<file path="src/rtl/scc_pkg.sv">
// shared constants, codes and control structs for the strong connectivity checker
// no dependencies
package scc_pkg;

    localparam int MAX_NODES = 1024;
    localparam int MAX_EDGES = 4096;
    localparam int NODE_W    = 11;
    localparam int ECNT_W    = $clog2(MAX_EDGES + 1);
    localparam int STK_W     = NODE_W + ECNT_W;

    localparam logic [1:0] FUNC_ADD   = 2'd0;
    localparam logic [1:0] FUNC_CHECK = 2'd1;
    localparam logic [1:0] FUNC_CLEAR = 2'd2;

    // commands from controller to datapath
    typedef struct packed {
        logic edge_wr;
        logic edge_clr;
        logic sweep_start;
        logic rev_val;
        logic sweep_step;
        logic walk_init;
        logic latch_b;
        logic skip;
        logic push;
        logic pop;
        logic stack_load;
        logic out_load;
        logic out_ok;
    } cmd_t;

    // status from datapath to controller
    typedef struct packed {
        logic sweep_done;
        logic scan_end;
        logic edge_match;
        logic mark_free;
        logic last_node;
        logic count_full;
        logic rev;
        logic out_busy;
    } sts_t;

endpackage

</file>
<file path="src/rtl/scc_ctrl.sv">
// controller state machine sequencing edge loads, mark sweeps and both walks
// depends on scc_pkg
module scc_ctrl (
    input  logic          clk,
    input  logic          rst_n,
    input  logic          s_tvalid,
    output logic          s_tready,
    input  logic [1:0]    func,
    input  scc_pkg::sts_t sts,
    output scc_pkg::cmd_t cmd
);

    typedef enum logic [7:0] {
        ST_IDLE     = 8'b0000_0001,
        ST_SWEEP    = 8'b0000_0010,
        ST_RD_EDGE  = 8'b0000_0100,
        ST_CHK_EDGE = 8'b0000_1000,
        ST_CHK_MARK = 8'b0001_0000,
        ST_POP_RD   = 8'b0010_0000,
        ST_END_WALK = 8'b0100_0000,
        ST_DONE     = 8'b1000_0000
    } state_t;

    state_t state_reg;
    state_t state_next;

    assign s_tready = (state_reg == ST_IDLE);

    // next state and commands
    always_comb
    begin
        state_next = state_reg;
        cmd        = '0;
        unique case (state_reg)
            ST_IDLE:
            begin
                if (s_tvalid)
                begin
                    priority if (func == scc_pkg::FUNC_ADD)
                        cmd.edge_wr = 1'b1;
                    else if (func == scc_pkg::FUNC_CLEAR)
                        cmd.edge_clr = 1'b1;
                    else if (func == scc_pkg::FUNC_CHECK)
                    begin
                        cmd.sweep_start = 1'b1;
                        cmd.rev_val     = 1'b1;
                        state_next      = ST_SWEEP;
                    end
                    else
                        cmd = '0;
                end
            end
            ST_SWEEP:
            begin
                cmd.sweep_step = 1'b1;
                if (sts.sweep_done)
                begin
                    cmd.walk_init = 1'b1;
                    state_next    = ST_RD_EDGE;
                end
            end
            ST_RD_EDGE:
            begin
                if (sts.scan_end)
                begin
                    cmd.pop    = 1'b1;
                    state_next = sts.last_node ? ST_END_WALK : ST_POP_RD;
                end
                else
                begin
                    state_next = ST_CHK_EDGE;
                end
            end
            ST_CHK_EDGE:
            begin
                cmd.latch_b = 1'b1;
                if (sts.edge_match)
                begin
                    state_next = ST_CHK_MARK;
                end
                else
                begin
                    cmd.skip   = 1'b1;
                    state_next = ST_RD_EDGE;
                end
            end
            ST_CHK_MARK:
            begin
                if (sts.mark_free)
                    cmd.push = 1'b1;
                else
                    cmd.skip = 1'b1;
                state_next = ST_RD_EDGE;
            end
            ST_POP_RD:
            begin
                cmd.stack_load = 1'b1;
                state_next     = ST_RD_EDGE;
            end
            ST_END_WALK:
            begin
                if (sts.rev && sts.count_full)
                begin
                    cmd.sweep_start = 1'b1;
                    cmd.rev_val     = 1'b0;
                    state_next      = ST_SWEEP;
                end
                else
                begin
                    state_next = ST_DONE;
                end
            end
            ST_DONE:
            begin
                if (!sts.out_busy)
                begin
                    cmd.out_load = 1'b1;
                    cmd.out_ok   = sts.count_full && !sts.rev;
                    state_next   = ST_IDLE;
                end
            end
            default:
            begin
                state_next = ST_IDLE;
            end
        endcase
    end

    // state register
    always_ff @(posedge clk or negedge rst_n)
    begin
        if (!rst_n)
            state_reg <= ST_IDLE;
        else
            state_reg <= state_next;
    end

endmodule

</file>
<file path="config.mk">
export PLATFORM = sky130hd
export DESIGN_NAME = scc_ctrl
export DESIGN_NICKNAME = d
export VERILOG_FILES = /design/src/rtl/scc_pkg.sv /design/src/rtl/scc_ctrl.sv
export SDC_FILE = /design/constraint.sdc
export NUM_CORES = 1
export LEC_CHECK = 0
export ABC_AREA = 1
export BUFFER_PORTS_ARGS = -buffer_cell sky130_fd_sc_hd__clkbuf_2
export CAP_MARGIN = 20
export CELL_PAD_IN_SITES_DETAIL_PLACEMENT = 2
export CELL_PAD_IN_SITES_GLOBAL_PLACEMENT = 2
export CORE_MARGIN = 2
export CORE_UTILIZATION = 23
export DETAILED_ROUTE_END_ITERATION = 12
export PLACE_DENSITY_LB_ADDON = 0.1
export SLEW_MARGIN = 20
export SYNTH_ARGS = -nofsm -noshare
export SYNTH_HDL_FRONTEND = slang
export SYNTH_SLANG_ARGS = --single-unit
</file>
<file path="constraint.sdc">
create_clock -name clk -period 1.5 [get_ports clk]
set_input_delay 0.3 -clock clk [delete_from_list [all_inputs] [get_ports clk]]
set_output_delay 0.3 -clock clk [all_outputs]
set_load 0.1 [all_outputs]
</file>
==> results of run 1 <==
logic make-up after synthesis:
kind of cell           after synthesis
DFF                                  8
and+or+nand+nor                     57
buffers and inverters               23
AOI/OAI and AO/OA                    5
stage by stage:
step           std cells  worst slack (ns)  instance area, sq um  utilization [%]  hold slack [ns]
2_1_floorplan         93            -0.962                   754                -          0.00441
3_3_place_gp         165            -0.160                  1250             49.7            0.149
4_1_cts              177            -0.468                  1440             56.9            0.216
3_5_place_dp         165            -0.198                  1250             49.7            0.158
what timing repair did:
action | 4_1_cts
hold endpoints to repair | 7
hold buffers | 1
endpoints found under the setup margin | 16
resized for setup | 24
buffers inserted | 7
pin swaps | 2
==> qor.yml, run 1 <==
status:
  outcome: "aborted with a tool error"
  stop_stage: "5_1_grt"
  error: "[ERROR DPL-0033] detailed placement checks failed during check placement."
cts:
  clockBufferDepth: 2
  htreeDepth: 1
  cts_root_buf: "clkbuf_4"
  numCtsBuffers: 3
  cts.sinks: 8
floorplanning:
  pin_count: 27
  row_count: 18
  dieHeight_um: 56.2
  start_util_pct: 24.8
  die_w_um: 56.2
synth:
  synth.avg_cell_area_sq_um: 6.73
  ys_seq_area_share_pct: 32.2
  synth_top_cell_by_area: "dfrtp_1"
  synth_cell_types: 22
  synth_compound_area_share_pct: 6.40
  syn_inst: 93
  synth_top_area_share_pct: 28.0
  synthMuxAreaShare_pct: 0
  syn_nets: 106
  async_flop_share_pct: 100
  synth_top_family_by_area: "simple AND/OR/NAND/NOR gates"
  synth_area_leaders: "dfrtp_1, inv_1, nor2_1, nand2_1, nor2_2"
  syn_area_sq_um: 626
  synth_most_common_cell: "inv_1"
  synthFlopType: "dfrtp_1"
  yosys.area_share.simple_pct: 47.2
  ys_warn_count: 0
  synth_edf_count: 0
  synth_xor_area_share_pct: 0
  netlist_top_cells_count: "inv_1, nor2_1, nand2_1"
  synth-adder-area-share_pct: 0
  synth-seq-cells: 8
placed_design:
  place_congestion: 0.694
  io_buffers: 26
  dp_hpwl_um: 2410
sta:
  endpoint_type: "output port"
  postGrtWorstEndpoint: "cmd[5]"
global_routing:
  antenna_found_initial: 0
  grt_start_max_net_pins: 9
==> inputs of run 2 (changes only) <==
Settings changed: CELL_PAD_IN_SITES_DETAIL_PLACEMENT 2 to unset, CELL_PAD_IN_SITES_GLOBAL_PLACEMENT 2 to unset, CORE_AREA set to 2 2 63 65, CORE_MARGIN 2 to unset, CORE_UTILIZATION 23 to unset, DIE_AREA set to 0 0 65 67, PLACE_DENSITY_LB_ADDON 0.1 to 0.15.
==> qor.yml, run 2 <==
detailed_routing:
  avgViaCountPerCell: 3.99
  post_drt_wl_per_cell_um: 10.7
  route.detailed.drc: 0
  postRouteWirelength_um: 2040
  ant_nets: 0
  first_pass_iters: 2
  vias: 762
  drt_iter0_drc: 5
critical_path:
  worst_ep_required_time_ns: 1.20
  worst-setup-path-type: "register to output port"
  cp_max_fo: 4
  critPathLaunchType: "register"
  end_kind: "output port"
  crit_arrival_ns: 1.60
  max_stage_delay_ns: 0.54
  crit_family: "flip-flops"
  cp_num_buf_inv: 3
  cp_slowest_cell: "dfstp_2"
  crit_chain: "inv_2, nor2_2, nand2_2, nor2_8, inv_6, nor4_4, buf_12"
synth:
  synth_xor_area_share_pct: 0
  ys_warn_count: 0
  synth_area_leaders: "dfrtp_1, inv_1, nor2_1, nand2_1, nor2_2"
  syn_nets: 106
  yosys.area_share.simple_pct: 47.2
  synth_edf_count: 0
  syn_inst: 93
  synth_most_common_cell: "inv_1"
  synth_cell_types: 22
  synth.avg_cell_area_sq_um: 6.73
  synthFlopType: "dfrtp_1"
  syn_area_sq_um: 626
  synth-adder-area-share_pct: 0
  netlist_top_cells_count: "inv_1, nor2_1, nand2_1"
  async_flop_share_pct: 100
  synthMuxAreaShare_pct: 0
  synth-seq-cells: 8
  synth_top_area_share_pct: 28.0
  synth_compound_area_share_pct: 6.40
  ys_seq_area_share_pct: 32.2
  synth_top_family_by_area: "simple AND/OR/NAND/NOR gates"
  synth_top_cell_by_area: "dfrtp_1"
sta:
  post-route-period-util_pct: 127
  maxSlewViolCount: 0
  setup_viol_count_final: 14
  max_freq_mhz: 527
  relSlewSlack_pct: 80.3
  hold_viol_final: 0
  min_period_ns: 1.90
  hold_ws_ns: 0.230
  fin_ws_ns: -0.398
  rsz0062_at_grt: "true"
  finClkSkew_ns: 0.00171
  worst_pin_slew_ns: 0.295
  tns_ns: -4.18
placed_design:
  place_congestion: 0.767
  dp_slack_ns: -0.133
  placed_cells: 183
  io_buffers: 26
  dp_hpwl_um: 1650
  place_area_sq_um: 1270
cts:
  cts_root_buf: "clkbuf_8"
  clockBufferDepth: 2
  htreeDepth: 1
  cts.sinks: 8
  cts_tree: "yes"
  numCtsBuffers: 3
  clk_pin_slew_worst_paths_ns: 0.05
  clock_latency_ns: 0.24
power:
  vdd_ir_drop_max_uv: 462
  p_per_area_nw_per_um2: 1060
  power.total_mw: 1.49
  p_leak_nw: 0.647
layout:
  drive_gt1_share_pct: 64.3
  diodes: 0
  final_cell_mix: "buf_4, inv_1, buf_12, nand2_1, clkbuf_2"
  largest_reg_flops: 8
  nets: 157
  fillers: 371
  fin_cells: 191
  post-route-util_pct: 38.8
  mostFrequentLayoutCell: "buf_4"
  area_growth_pct: 124
  final_area_sq_um: 1400
floorplanning:
  dieHeight_um: 67
  dieArea_sq_um: 4360
  die_w_um: 65
  start_util_pct: 17.3
  pin_count: 27
  core_area_sq_um: 3610
  row_count: 22
hold_path:
  hp-class: "input pin to register"
global_routing:
  grt_pass1_wl_um: 3350
  antenna_found_initial: 0
  grt_start_max_net_pins: 9
  grt.overflow.total: 0
  grt_pass1_vias: 785
  grt_usage_pct: 10.5
job:
  drv_cap: 0
status:
  violations: "setup timing"
  outcome: "finished, violations left"
[run 2: cell counts after synthesis]
Identical to the previous run, type by type.
[run 2: cells by family after synthesis]
kind of cell	count (synthesis)
AOI/OAI and AO/OA	5
and+or+nand+nor	57
buffers and inverters	23
DFF	8
[run 2: worst reg2reg max path, delay by kind of cell (launching register included)]
family | cells | cell delay [ns]
buffers and inverters | 4 | 0.34
AND/OR/NAND/NOR | 5 | 0.43
flip-flops | 1 | 0.54
AO/OA/AOI/OAI | 1 | 0.07
[run 2: where the power goes]
| group | internal, mW | switching [mW] | total [mW] |
|---|---|---|---|
| Sequential | 0.248 | 0.0202 | 0.268 |
| Combinational | 0.343 | 0.586 | 0.929 |
| Clock | 0.186 | 0.106 | 0.291 |
[run 2: routing by layer]
layer | global-route usage [%] | part of all wire [%]
met2 | 18.8 | 52
met4 | 7.98 | 3.3
met5 | 0 | 0
met1 | 10.4 | 39
met3 | 2.70 | 5.5
[run 2: worst paths after layout]
| kind | start | endpoint | slack (ns) | cells past startpoint |
|---|---|---|---|---|
| min in group asynchronous | rst_n | state_reg[7] | 0.45 | 2 |
| worst max-delay path | state_reg[0] | cmd[12] | -0.40 | 7 |
| worst max register to register | state_reg[0] | state_reg[2] | 0.05 | 10 |
| worst min-delay path | sts[3] | state_reg[5] | 0.23 | 2 |
| worst min register to register | state_reg[7] | state_reg[7] | 0.77 | 4 |
| max in group asynchronous | rst_n | state_reg[0] | 0.79 | 2 |
[run 2: layout make-up]
| class | count | area [sq um] | area share [%] |
|---|---|---|---|
| inverter | 23 | 101 | 7.24 |
| multi-input combinational | 62 | 492 | 35.1 |
| tap | 48 | 60.1 | 4.29 |
| sequential | 8 | 201 | 14.4 |
| timing repair buffer | 46 | 500 | 35.7 |
| clock buffer | 4 | 45.0 | 3.22 |
[run 2: repair_timing]
item / in CTS / in global routing
hold buffers: 1 / 0
setup buffers: 2 / 3
endpoints found under the hold margin: 7 / 0
setup endpoints to repair: 14 / 16
gates resized for setup: 6 / 9
pin swaps: 6 / 6
No activity file was read; power rests on OpenSTA's default activity.
